[src/hdl/assert_macros.svh]
// ----------------------------------------------------------------------------
// assertion macros
// shared concurrent assertion forms for the adam update block
// ----------------------------------------------------------------------------
`ifndef ASSERT_MACROS_SVH
`define ASSERT_MACROS_SVH

// property checked at every clock edge outside reset
`define ADAM_ASSERT(lbl, ck, rs, prop, msg) \
  lbl: assert property (@(posedge ck) disable iff (rs) (prop)) else $error(msg);

// same-cycle implication
`define ADAM_ASSERT_IMPLY(lbl, ck, rs, ante, cons, msg) \
  lbl: assert property (@(posedge ck) disable iff (rs) (ante) |-> (cons)) else $error(msg);

// next-cycle implication
`define ADAM_ASSERT_NEXT(lbl, ck, rs, ante, cons, msg) \
  lbl: assert property (@(posedge ck) disable iff (rs) (ante) |=> (cons)) else $error(msg);

`endif

[src/hdl/adam_mul.sv]
// ----------------------------------------------------------------------------
// adam_mul
// two-stage unsigned multiplier built from four half-width partial products
// ----------------------------------------------------------------------------
`default_nettype none

module adam_mul #(
  parameter int AW = 48,
  parameter int BW = 24
) (
  input  logic             clk,
  input  logic             en,
  input  logic [AW-1:0]    a,
  input  logic [BW-1:0]    b,
  output logic [AW+BW-1:0] p
);

  localparam int AL = AW / 2;
  localparam int AH = AW - AL;
  localparam int BL = BW / 2;
  localparam int BH = BW - BL;
  localparam int PW = AW + BW;

  logic [AL+BL-1:0] pll;
  logic [AL+BH-1:0] plh;
  logic [AH+BL-1:0] phl;
  logic [AH+BH-1:0] phh;

  always_ff @(posedge clk) begin
    if (en) begin
      pll <= (AL+BL)'(a[AL-1:0]) * (AL+BL)'(b[BL-1:0]);
      plh <= (AL+BH)'(a[AL-1:0]) * (AL+BH)'(b[BW-1:BL]);
      phl <= (AH+BL)'(a[AW-1:AL]) * (AH+BL)'(b[BL-1:0]);
      phh <= (AH+BH)'(a[AW-1:AL]) * (AH+BH)'(b[BW-1:BL]);
      p   <= (PW'(phh) << (AL+BL)) + (PW'(phl) << AL) + (PW'(plh) << BL) + PW'(pll);
    end
  end

endmodule

`default_nettype wire

[config.mk]
export PLATFORM = sky130hd
export DESIGN_NAME = adam_mul
export DESIGN_NICKNAME = d
export VERILOG_FILES = /design/src/hdl/assert_macros.svh /design/src/hdl/adam_mul.sv
export SDC_FILE = /design/constraint.sdc
export NUM_CORES = 2
export LEC_CHECK = 0
export BUFFER_PORTS_ARGS = -buffer_cell sky130_fd_sc_hd__buf_2
export CAP_MARGIN = 0
export CORE_ASPECT_RATIO = 0.5
export CORE_MARGIN = 5
export CORE_UTILIZATION = 40
export DETAILED_ROUTE_END_ITERATION = 8
export GPL_TIMING_DRIVEN = 0
export SKIP_LAST_GASP = 1
export SLEW_MARGIN = 10
export SYNTH_ARGS = -nofsm -noshare
export SYNTH_HDL_FRONTEND = slang
export SYNTH_SLANG_ARGS = --single-unit
[constraint.sdc]
create_clock -name clk -period 16.7 [get_ports clk]
set_input_delay 3.34 -clock clk [delete_from_list [all_inputs] [get_ports clk]]
set_output_delay 3.34 -clock clk [all_outputs]
set_load 0.02 [all_outputs]
# Word-level counts from Yosys, hierarchy flattened
# Index checks and enable logic that the tools add are counted.
# totals
output_inout_bits	72
regBits	216
# classes
addsub	3
mul	4
# op_table
operator	n
24-bit by 12-bit multiplier with 36-bit output	4
72-bit by 36-bit adder with 72-bit output	1
72-bit by 48-bit adder with 72-bit output	1
72-bit by 60-bit adder with 72-bit output	1

# Logic depth before layout (Yosys ltp)
# logic_depth
word_depth	3
depth_mapped	23

# Worst setup path before layout
# No wires, ideal clock.
# synth_timing
path_kind	input port to flip-flop
startpoint	input port b[3]
endpoint	register phl[27] (data pin)
path_stages	21
arrival_ns	8.504
setup_ns	0.263
path_slack_ns	7.933
path_cell_list	clkbuf_1 clkbuf_1 nand2_1 fa_1 fa_1 fa_1 inv_1 fa_1 inv_1 fa_1 inv_1 ha_1 a2111oi_2 o21ai_1 a41o_1 a31o_2 a31o_2 nand4_1 nand2b_1 a21oi_1 xnor2_1
# synth_between
elab_chain_len	1
# synth_rtl
element	line_no	rtl
start, declared	adam_mul.sv:14	input logic [BW-1:0] b,
24-bit by 12-bit multiplier with 36-bit output	adam_mul.sv:33	phl <= (AH+BL)'(a[AW-1:AL]) * (AH+BL)'(b[BL-1:0]);
end signal, assigned	adam_mul.sv:33	
end, declared	adam_mul.sv:26	logic [AH+BL-1:0] phl;
# No other way between the ends.
# A chain may end at the register's enable or synchronous reset.

# Final worst setup path
# layout_timing
startpoint	input port b[9]
endpoint	register phl[33] (data pin)
# Same word-level chain as after synthesis.

==> flow_summary.json <==
{
  "port_buffers": 121,
  "synth_area_per_cell_um2": 9.23,
  "fin_skew_ns": 0.0138,
  "synthFlopType": "edfxtp_1",
  "max_slew.worst_pin.slew_ns": 1.28,
  "finalSetupViolations": 0,
  "ys_types": 84,
  "ys_seq_area_frac": 0.141,
  "grt_pass1_wl_um": 212000,
  "die-height_um": 250,
  "rows": 88,
  "finalCritPeriodShare": 0.607,
  "critPathArrivalTime_ns": 10.36,
  "htree_levels": 1,
  "relSlewSlack": 0.150,
  "synth_top_area_frac": 0.393,
  "crit_slowest_cell": "clkbuf_1",
  "crit_type": "input port to flip-flop",
  "synth_commonest_cells": "1058 x inv_1, 911 x nand2_1, 905 x fa_1",
  "antenna_left": 0,
  "cts_tree": "yes",
  "grt_max_degree": 93,
  "max_stage_delay_ns": 0.92,
  "max-cap-violations": 0,
  "status": "finished, final reports clean",
  "drive_above_1_share": 0.0428,
  "critPathMostFrequentCell": "fa_1",
  "vias": 34800,
  "worst_skew_pair.late_latency_ns": 0.53,
  "synth_warnings": 0,
  "synth.most_common_cell": "inv_1",
  "synth_seq_cells": 216,
  "finalNetCount": 6496,
  "grt_usage": 0.224,
  "yosysTopAreaCell": "fa_1",
  "synthTopCellsByArea": "fa_1 39%, edfxtp_1 14%, ha_1 10%",
  "grt_pass1_vias": 37000,
  "n_fill_cell": 11400,
  "synth_cells": 5003,
  "post-dp-hpwl_um": 116000,
  "clock_sinks": 216,
  "cts_buffers": 21,
  "area_growth_pct": 7.33,
  "period_needed_ns": 10.13,
  "num_io_pins": 146,
  "synth_edf_count": 216,
  "crit_chain": "clkbuf_1 -> clkbuf_1 -> nand2_1 -> fa_1 -> inv_1 -> fa_1 -> inv_1 -> fa_1 -> inv_1 -> fa_1 -> fa_1 -> ha_1 -> buf_6 -> a21oi_1 -> o21bai_1 -> a21oi_1 -> or4b_1 -> o211a_1 -> o21a_1 -> o21a_1 -> o311ai_1",
  "fmaxAchievable_mhz": 98.7,
  "post-cts-setup-buffers": 0,
  "min-delay-path-class": "flip-flop to flip-flop",
  "routabilityCongestion": 0.922,
  "tns_ns": 0,
  "cts_resized": 0,
  "coreArea_mm2": 0.115,
  "end_kind": "flip-flop",
  "cts_max_path_buffers": 3,
  "start_util": 0.402,
  "wirelength_um": 136000,
  "crit_path_max_fanout": 10,
  "grt_overflow": 0,
  "dr.pass1.iters": 6,
  "finalMaxSlewViolations": 0,
  "syn-cell-area_mm2": 0.0462,
  "path_clk_slew_ns": 0.07,
  "hold_buffers": 0,
  "wl_per_cell_um": 20.2,
  "cp_data_required_time_ns": 16.92,
  "die_w_um": 490,
  "start_kind": "input port",
  "synth-async-reset-ratio": 0,
  "hold_violations": 0,
  "antenna_found_initial": 13,
  "synthesis.nets": 6350,
  "cts-root-buf": "clkbuf_16",
  "grt_setup_unrepaired": "no",
  "die_area_mm2": 0.123,
  "route.detailed.drc": 0,
  "first_iter_violations": 2598,
  "viasPerCell": 5.19
}
[path summary, 6_finish.rpt]
| kind | from | endpoint | slack, ns | cells after the start |
|---|---|---|---|---|
| worst max-delay path | b[9] | phl[33]$_DFFE_PP_ | 6.57 | 21 |
| worst min-delay path | pll[10]$_DFFE_PP_ | p[10]$_DFFE_PP_ | 0.42 | 0 |
| worst max register to register | pll[15]$_DFFE_PP_ | p[70]$_DFFE_PP_ | 12.18 | 11 |
| worst min register to register | pll[10]$_DFFE_PP_ | p[10]$_DFFE_PP_ | 0.42 | 0 |
[registers in the layout, summed over array words and instances (netlist names)]
name / cells
plh: 36
phl: 36
phh: 36
pll: 36
p: 72
[worst max-delay path, delay by kind of cell]
family                     cells  cell delay, ns
adders and majority gates      6            2.77
buffers and inverters          6            1.71
AOI/OAI and AO/OA              7            1.84
and+or+nand+nor                2            0.67
[cells in the final DEF, fill, tap and decap left out, types with 20 or more instances in the layout]
| cell type | n |
|---|---|
| nor2_1 | 88 |
| nand4_1 | 20 |
| a21oi_1 | 158 |
| o21ai_0 | 70 |
| and2_1 | 339 |
| a31oi_1 | 22 |
| clkbuf_16 | 21 |
| inv_1 | 1058 |
| and3_1 | 24 |
| nand3_1 | 40 |
| edfxtp_1 | 216 |
| nand2_1 | 911 |
| clkbuf_1 | 245 |
| o21a_1 | 22 |
| xor2_1 | 54 |
| fa_1 | 905 |
| xnor2_1 | 118 |
| a21o_1 | 107 |
| ha_1 | 368 |
| buf_2 | 124 |
[routing by layer]
| metal | vias to the layer above | wire, um | GRT usage |
|---|---|---|---|
| met3 | 199 | 10300 | 0.0360 |
| li1 | 15500 | - | - |
| met2 | 1184 | 64300 | 0.383 |
| met1 | 17900 | 55700 | 0.294 |
| met5 | - | 27 | 0 |
| met4 | 4 | 5200 | 0.0685 |
[area by class of cell]
class | instances | area (um^2) | share of cell area
Multi-Input combinational cell | 3476 | 34700 | 0.701
Antenna cell | 11 | 27.5 | 0.000556
Clock inverter | 15 | 238 | 0.00480
Tap cell | 1530 | 1910 | 0.0386
Buffer | 253 | 972 | 0.0196
Timing Repair Buffer | 123 | 671 | 0.0135
Sequential cell | 216 | 6490 | 0.131
Clock buffer | 23 | 533 | 0.0108
Inverter | 1058 | 3970 | 0.0802
[logic make-up (layout without fill, tap and decap cells)]
family	after synthesis	after routing	share of synthesized area
AND/OR/NAND/NOR	1499	1499	0.148
flip-flops	216	216	0.141
adder cells (fa/ha/maj)	1273	1273	0.492
other	0	11	0
XOR/XNOR	172	172	0.0326
buffers and inverters	1311	1472	0.107
AO/OA/AOI/OAI	532	532	0.0790
[per-stage QoR]
stage / instances / utilization / setup WS, ns / hold slack (ns) / instance area (um^2)
after detailed placement: 6656 / 0.424 / 6.14 / 0.408 / 48700
final: 6705 / 0.431 / 6.57 / 0.420 / 49500
after global routing: 6695 / 0.431 / 6.34 / 0.427 / 49500
after CTS: 6694 / 0.431 / 6.70 / 0.423 / 49500
after global placement: 6654 / 0.423 / 6.23 / 0.404 / 48700
after floorplan: 5003 / - / 7.93 / 0.400 / 46200
Power is left out: the tool's default activity adds up to more than one toggle a clock period on the data nets, which glitch-free logic cannot reach.
