==> config.mk <==
export PLATFORM = sky130hd
export DESIGN_NAME = adam_bias
export DESIGN_NICKNAME = d
export VERILOG_FILES = /design/src/hdl/assert_macros.svh /design/src/hdl/adam_pkg.sv /design/src/hdl/adam_bias.sv
export SDC_FILE = /design/constraint.sdc
export NUM_CORES = 2
export LEC_CHECK = 0
export ABC_AREA = 0
export BUFFER_PORTS_ARGS = -buffer_cell sky130_fd_sc_hd__buf_2
export CAP_MARGIN = 0
export CELL_PAD_IN_SITES_DETAIL_PLACEMENT = 1
export CELL_PAD_IN_SITES_GLOBAL_PLACEMENT = 1
export CORE_AREA = 2 2 373 375
export DETAILED_ROUTE_END_ITERATION = 7
export DIE_AREA = 0 0 375 377
export GPL_TIMING_DRIVEN = 1
export PLACE_DENSITY = 0.61
export SLEW_MARGIN = 20
export SYNTH_ARGS = -nofsm -noshare
export SYNTH_HDL_FRONTEND = slang
export SYNTH_SLANG_ARGS = --single-unit
==> constraint.sdc <==
create_clock -name clk -period 8.1 [get_ports clk]
set_input_delay 0.405 -clock clk [delete_from_list [all_inputs] [get_ports clk]]
set_output_delay 0.405 -clock clk [all_outputs]
set_load 0.02 [all_outputs]
==> src/hdl/assert_macros.svh <==
// ----------------------------------------------------------------------------
// assertion macros
// shared concurrent assertion forms for the adam update block
// ----------------------------------------------------------------------------
`ifndef ASSERT_MACROS_SVH
`define ASSERT_MACROS_SVH

// property checked at every clock edge outside reset
`define ADAM_ASSERT(lbl, ck, rs, prop, msg) \
  lbl: assert property (@(posedge ck) disable iff (rs) (prop)) else $error(msg);

// same-cycle implication
`define ADAM_ASSERT_IMPLY(lbl, ck, rs, ante, cons, msg) \
  lbl: assert property (@(posedge ck) disable iff (rs) (ante) |-> (cons)) else $error(msg);

// next-cycle implication
`define ADAM_ASSERT_NEXT(lbl, ck, rs, ante, cons, msg) \
  lbl: assert property (@(posedge ck) disable iff (rs) (ante) |=> (cons)) else $error(msg);

`endif

==> src/hdl/adam_pkg.sv <==
// ----------------------------------------------------------------------------
// adam_pkg
// shared constants and types of the adam parameter update block
// ----------------------------------------------------------------------------
`default_nettype none

package adam_pkg;

  localparam int DATA_WIDTH = 48;
  localparam int FRAC_BITS  = 24;
  localparam int QB         = 24;
  localparam int BETA_W     = 24;
  localparam int STEP_W     = 17;
  localparam int CFG_IDX_W  = 3;
  localparam int CFG_DATA_W = 24;

  localparam logic [BETA_W-1:0] BETA_FIRST_RST    = 24'd15099494;
  localparam logic [BETA_W-1:0] BETA_SECOND_RST   = 24'd16760439;
  localparam logic [BETA_W-1:0] EPSILON_RST       = 24'd1;
  localparam logic [BETA_W-1:0] LEARNING_RATE_RST = 24'd503316;
  localparam logic [STEP_W-1:0] STEP_COUNT_RST    = 17'd1;

  typedef enum logic [CFG_IDX_W-1:0] {
    CFG_BETA_FIRST    = 3'd0,
    CFG_BETA_SECOND   = 3'd1,
    CFG_EPSILON       = 3'd2,
    CFG_LEARNING_RATE = 3'd3,
    CFG_STEP_COUNT    = 3'd4
  } cfg_idx_t;

  typedef struct packed {
    logic [BETA_W-1:0] beta_first;
    logic [BETA_W-1:0] beta_second;
    logic [STEP_W-1:0] step_count;
    logic              start;
  } bias_req_t;

endpackage

`default_nettype wire

==> src/hdl/adam_bias.sv <==
// ----------------------------------------------------------------------------
// adam_bias
// sequencer for the bias correction reciprocals 1/(1-beta^step)
// ----------------------------------------------------------------------------
`default_nettype none

module adam_bias #(
  parameter int DATA_WIDTH = adam_pkg::DATA_WIDTH,
  parameter int FRAC_BITS  = adam_pkg::FRAC_BITS
) (
  input  logic                    clk,
  input  logic                    rst,
  input  adam_pkg::bias_req_t     req,
  output logic [DATA_WIDTH-1:0]   bias1_recip,
  output logic [DATA_WIDTH-1:0]   bias2_recip,
  output logic                    busy
);

  localparam int QB  = adam_pkg::QB;
  localparam int SW  = adam_pkg::STEP_W;
  localparam int NB  = QB + FRAC_BITS + 1;
  localparam int CW  = $clog2(NB);
  localparam int MW  = (NB > DATA_WIDTH) ? NB : DATA_WIDTH;
  localparam logic [QB:0] ONE = (QB+1)'(1) << QB;

  typedef enum logic [2:0] {S_IDLE, S_LOAD, S_POWER, S_SETUP, S_DIVIDE, S_FINISH} state_t;

  state_t          state;
  logic            sel;
  logic [CW-1:0]   cnt;
  logic [QB:0]     pw;
  logic [QB-1:0]   base;
  logic [SW-1:0]   st;
  logic [QB:0]     dv;
  logic [QB:0]     rem;
  logic [NB-1:0]   qn;

  logic [2*QB:0]   pw_prod;
  logic [2*QB:0]   bs_prod;
  logic [QB:0]     pw_q;
  logic [QB-1:0]   bs_q;
  logic [QB:0]     d_calc;
  logic [QB+1:0]   trial;
  logic [MW-1:0]   qx;
  logic [DATA_WIDTH-1:0] res;

  always_comb begin
    pw_prod = (2*QB+1)'(pw) * (2*QB+1)'(base);
    bs_prod = (2*QB+1)'(base) * (2*QB+1)'(base);
    pw_q    = (QB+1)'((pw_prod + ((2*QB+1)'(1) << (QB-1))) >> QB);
    bs_q    = QB'((bs_prod + ((2*QB+1)'(1) << (QB-1))) >> QB);
    d_calc  = ONE - pw;
    trial   = {rem, qn[NB-1]};
    qx      = MW'(qn);
    if (dv == '0 || qx > MW'({DATA_WIDTH{1'b1}})) begin
      res = {DATA_WIDTH{1'b1}};
    end else begin
      res = DATA_WIDTH'(qn);
    end
  end

  assign busy = (state != S_IDLE);

  always_ff @(posedge clk) begin
    if (rst) begin
      state <= S_LOAD;
      sel   <= 1'b0;
      cnt   <= '0;
    end else if (req.start) begin
      state <= S_LOAD;
      sel   <= 1'b0;
      cnt   <= '0;
    end else begin
      unique case (state)
        S_IDLE: begin
        end
        S_LOAD: begin
          base  <= sel ? req.beta_second : req.beta_first;
          pw    <= ONE;
          st    <= (req.step_count == '0) ? SW'(1) : req.step_count;
          cnt   <= '0;
          state <= S_POWER;
        end
        S_POWER: begin
          if (st[0]) begin
            pw <= pw_q;
          end
          base <= bs_q;
          st   <= st >> 1;
          cnt  <= cnt + CW'(1);
          if (cnt == CW'(SW-1)) begin
            state <= S_SETUP;
          end
        end
        S_SETUP: begin
          dv    <= d_calc;
          rem   <= '0;
          qn    <= (NB'(1) << (QB+FRAC_BITS)) + NB'(d_calc >> 1);
          cnt   <= '0;
          state <= S_DIVIDE;
        end
        S_DIVIDE: begin
          if (trial >= {1'b0, dv}) begin
            rem <= (QB+1)'(trial - {1'b0, dv});
            qn  <= {qn[NB-2:0], 1'b1};
          end else begin
            rem <= trial[QB:0];
            qn  <= {qn[NB-2:0], 1'b0};
          end
          cnt <= cnt + CW'(1);
          if (cnt == CW'(NB-1)) begin
            state <= S_FINISH;
          end
        end
        S_FINISH: begin
          if (sel) begin
            bias2_recip <= res;
            state       <= S_IDLE;
          end else begin
            bias1_recip <= res;
            sel         <= 1'b1;
            state       <= S_LOAD;
          end
        end
        default: state <= S_IDLE;
      endcase
    end
  end

endmodule

`default_nettype wire

* Word level (Yosys, flattened, before mapping)
Cells that the tools add are included.
Cells by class: add/subtract/negate cells 6, $mul 2, order comparisons 2, equal/unequal tests 10, multiplexer cells 16, bitwise operators 4, reduce and logical (&&, ||, !) cells 18
Operators by type and width (count):
- $pmux 25 s2 | 2
- $pmux 49 s2 | 1
- $mux 25 | 2
- $add 49x24->49 const A | 1
- $add 49x24->49 const B | 1
- $gt 49x48->1 const B | 1
- $mul 25x24->49 | 1
- $add 48x24->48 const B | 1
- $mul 24x24->48 | 1
- $mux 48 | 1
- $pmux 24 s2 | 1
- $pmux 17 s2 | 1
- $ge 26x25->1 | 1
- $logic_not 25->1 | 1
- $sub 25x25->25 | 1
- $sub 25x25->25 const A | 1
- $mux 24 | 1
- $pmux 3 s6 | 1
- $logic_not 17->1 | 1
- $mux 17 | 1
- $pmux 6 s2 | 1
- $reduce_and 3->1 | 4
- $reduce_and 4->1 | 3
- $add 6x1->6 const B | 1
- 14 further kinds | 27
Storage, ports and cells: flip-flop bits (word level) 271

* Longest topological paths before layout
depth after elaboration 4, depth in mapped cells 27, gate-level depth less buffers 25

* Worst setup path before layout
No wires, ideal clock.
path kind register to register, start point register base[2], end point register base[19], data pin, setup time 0.255 ns, arrival time 6.987 ns, data required time 7.845 ns, setup slack 0.858 ns, cell stages (with the launch flop) 26, buffers on the path 2, cell sequence edfxtp_1 clkbuf_1 clkbuf_1 nand2_1 fa_1 inv_1 fa_1 fa_1 inv_1 fa_1 inv_1 fa_1 fa_1 inv_1 fa_1 inv_1 ha_1 a21o_1 a21o_1 a21o_1 a211oi_2 o41ai_4 a41oi_4 o221ai_2 or4_1 and3_1
On the way: cells in the longest elaborated chain, start to end 3
Ends and longest elaborated chain:
- from (decl) | line adam_bias.sv:32 | logic [QB-1:0] base;
- from (signal assigned) | line adam_bias.sv:78 | base <= sel ? req.beta_second : req.beta_first;
- from (signal assigned) | line adam_bias.sv:88 | base <= bs_q;
- $mul 24x24->48 | line adam_bias.sv:49 | bs_prod = (2*QB+1)'(base) * (2*QB+1)'(base);
- $add 48x24->48 | line adam_bias.sv:51 | bs_q = QB'((bs_prod + ((2*QB+1)'(1) << (QB-1))) >> QB);
- $pmux 24 s2 | line adam_bias.sv:74 | unique case (state)
No other way between the ends. A chain may end at the register's enable or synchronous reset.

* Final worst setup path
start point register pw[17], end point register pw[16], data pin
On the way: cells in the longest elaborated chain, start to end 4
Ends and longest elaborated chain:
- from (decl) | line adam_bias.sv:31 | logic [QB:0] pw;
- from (signal assigned) | line adam_bias.sv:86 | pw <= pw_q;
- $mul 25x24->49 | line adam_bias.sv:48 | pw_prod = (2*QB+1)'(pw) * (2*QB+1)'(base);
- $add 49x24->49 | line adam_bias.sv:50 | pw_q = (QB+1)'((pw_prod + ((2*QB+1)'(1) << (QB-1))) >> QB);
- $mux 25 | line adam_bias.sv:85 | if (st[0]) begin
- $pmux 25 s2 | line adam_bias.sv:74
No other way between the ends. The select of a mux whose other input is x is not followed.

==> flow_summary.json <==
{
  "critical_path.most_common_cell": "fa_1",
  "critical_path.startpoint_type": "register",
  "worst_slack_ns": 0.306,
  "antenna_found_initial": 5,
  "drt_iter0_drc": 1524,
  "ys_ff_latch": 271,
  "ys.flop_type": "edfxtp_1",
  "maxSlewHeadroom_pct": 30.4,
  "synth_cells": 5001,
  "cts_root_buffer": "clkbuf_16",
  "multiInputGateArea_sq_um": 34500,
  "cp_max_fo": 10,
  "crit_start": "pw[17]",
  "synth-edff-count": 261,
  "wl_per_cell_um": 19.9,
  "fmax_ghz": 0.128,
  "place_ws_ns": 0.193,
  "status": "finished, final reports clean",
  "grt_util_all_layers_pct": 20.1,
  "area_delta_synth_final_pct": 9.38,
  "cts_max_level": 2,
  "fin_util_pct": 38.2,
  "routed_wl_um": 137000,
  "nFillCells": 15623,
  "worst_pin_slew_ns": 1.04,
  "fin_crit_sh_pct": 96.2,
  "worstSkewPairLatency_ns": 0.59,
  "start_util_pct": 35.0,
  "avgSynthCellArea_sq_um": 9.57,
  "final_antenna_net_count": 0,
  "worstPathCellList": "and2_1 -> fa_1 -> inv_1 -> fa_1 -> inv_1 -> fa_1 -> inv_1 -> fa_1 -> fa_1 -> inv_1 -> fa_1 -> fa_1 -> ha_1 -> a21oi_1 -> o211ai_1 -> a311o_1 -> a22oi_2 -> buf_12 -> a31oi_1 -> a311oi_2 -> o21ai_1 -> a31oi_1 -> mux2i_1",
  "grt_pass1_wl_um": 220000,
  "die_h_um": 377,
  "worstRegToRegCells": 23,
  "diodes": 0,
  "finClkSkew_ns": 0.0351,
  "num_vias": 33635,
  "synthArstFlopShare_pct": 0,
  "clk_pin_slew_ns": 0.08,
  "drv_slew": 0,
  "grt-ovfl-total": 0,
  "reg2reg_setup_slack_ns": 0.31,
  "rsz0062_at_grt": "true",
  "yosys_warnings": 0,
  "cp_num_cells": 23,
  "cts_buffers": 34,
  "synth_seq_area_share_pct": 16.8,
  "dpl.hpwl_um": 112000,
  "io_pins": 165,
  "synth_cell_types": 89,
  "critPathCapture": "pw[16]",
  "cap_violations": 0,
  "timing.rr.end": "pw[16]",
  "synth_area_sq_um": 47900,
  "cp_num_buf_inv": 5,
  "drive_gt1_share_pct": 8.76,
  "core_area_sq_um": 137000,
  "hold_buffers": 0,
  "nNetsFinal": 6494,
  "grt_pass1_vias": 38374,
  "seqCellArea_sq_um": 8040,
  "drc": 0,
  "crit_path_top_delay_cell": "edfxtp_1",
  "cp_top_family": "adder cells",
  "io_buffers": 164,
  "fin_crit_ns": 7.79,
  "critPathRequiredTime_ns": 8.50,
  "crit_path_max_incr_delay_ns": 0.72,
  "whs_ns": 0.129,
  "cts_tree": "built",
  "place.gp.congestion": 0.834,
  "rows": 136,
  "cts_buffer_depth": 3,
  "die_w_um": 375,
  "reg2reg_from": "pw[17]",
  "setup_violations": 0,
  "vias_per_cell": 4.88,
  "dr.pass1.iters": 5,
  "crit_type": "reg -> reg",
  "hold_path_class": "in -> reg",
  "cts_num_sinks": 271,
  "cp.arrival_ns": 8.20,
  "synth_fp_nets": 6415,
  "crit_path_end_kind": "register",
  "grt_max_degree": 75,
  "dieArea_sq_um": 141000,
  "final-hold-violation-count": 0
}
==> layer usage <==
metal	up-vias	GRT usage (%)	part of all wire, %
li1	15314	-	-
met2	629	34.4	49
met4	2	4.93	2.5
met3	141	2.66	4.3
met1	17549	26.8	45
met5	-	0	0.0095
==> sequential cells by signal, summed over array words and instances, names as in the netlist <==
name         count
base            24
bias1_recip     48
bias2_recip     48
cnt              6
dv              25
pw              25
qn              49
rem             25
sel              1
st              17
state            3
==> cells in the final DEF, fill, tap and decap left out, types with 46 or more instances in the layout <==
master    count
a21o_1       61
ha_1        418
buf_4       111
fa_1        928
nor2_1      127
nand2_1     710
and2_1      323
or2_2        54
xnor2_1      57
buf_2       164
edfxtp_1    261
o21ai_0      46
inv_1      1174
a21oi_1     139
==> synth_stat cells (all sizes together) (11+ instances only) <==
cell type  count  area (sq um)
ha           418          5230
a21oi        143           731
edfxtp       261          7840
xor2          28           245
nand4         25           156
or2           57           357
nor4          22           144
a22o          12           105
fa           928         18600
nand2        713          2680
nor2b         23           144
or3           13          81.3
a21o          61           458
o21a          17           128
and2         325          2030
clkbuf       227           852
a31oi         11          68.8
inv         1175          4410
nor2         129           492
and3          39           244
buf           23           106
a211oi        17           133
mux2i         22           220
o21ai         68           340
nor3          32           165
xnor2         58           516
nand3         29           150
==> how the worst min path moves through the flow <==
stage                 start  endpoint  slack [ns]  depth (start not counted)
finish              req[17]    st[16]        0.13                          2
global route        req[17]    st[16]        0.13                          2
CTS                 req[17]    st[16]         0.1                          2
detailed placement   st[15]    st[14]        0.50                          2
global placement     st[16]    st[15]        0.49                          2
floorplan             pw[0]     dv[0]        0.42                          0
==> cell type report <==
class,count,share of cell area (%)
Sequential cell,271,15.3
Multi-Input combinational cell,3303,65.9
Clock inverter,23,0.566
Clock buffer,38,1.65
Inverter,1177,8.44
Tap cell,1794,4.29
Timing Repair Buffer,293,3.80
==> kinds of logic after synthesis <==
group	synth area share, %
xor gates and xnor gates	1.59
adders and majority gates	49.7
DFF	16.8
and+or+nand+nor	14.4
muxes	0.648
AOI/OAI and AO/OA	5.62
buffers and inverters	11.2
==> per-stage QoR <==
step | setup TNS (ns) | instance area [sq um] | cells
floorplan | 0 | 47900 | 5001
global placement | 0 | 51100 | 6833
detailed placement | 0 | 51100 | 6833
CTS | 0 | 52300 | 6894
global route | -0.00724 | 52400 | 6899
finish | 0 | 52400 | 6899
==> worst reg2reg max path, stage by stage, from the launching register on <==
cell and delay, ns:
edfxtp_1 0.72, and2_1 0.35, fa_1 0.53, inv_1 0.05, fa_1 0.53, inv_1 0.06, fa_1 0.53, inv_1 0.05
fa_1 0.48, fa_1 0.57, inv_1 0.06, fa_1 0.49, fa_1 0.42, ha_1 0.36, a21oi_1 0.21, o211ai_1 0.13
a311o_1 0.30, a22oi_2 0.26, buf_12 0.16, a31oi_1 0.15, a311oi_2 0.43, o21ai_1 0.15, a31oi_1 0.34, mux2i_1 0.28
==> repair_timing <==
action / in CTS / in global routing
setup buffers: 0 / 5
setup endpoints to repair: 0 / 13
resized for setup: 0 / 5
Power is left out: the tool's default activity adds up to more than one toggle a clock period on the data nets, which glitch-free logic cannot reach.
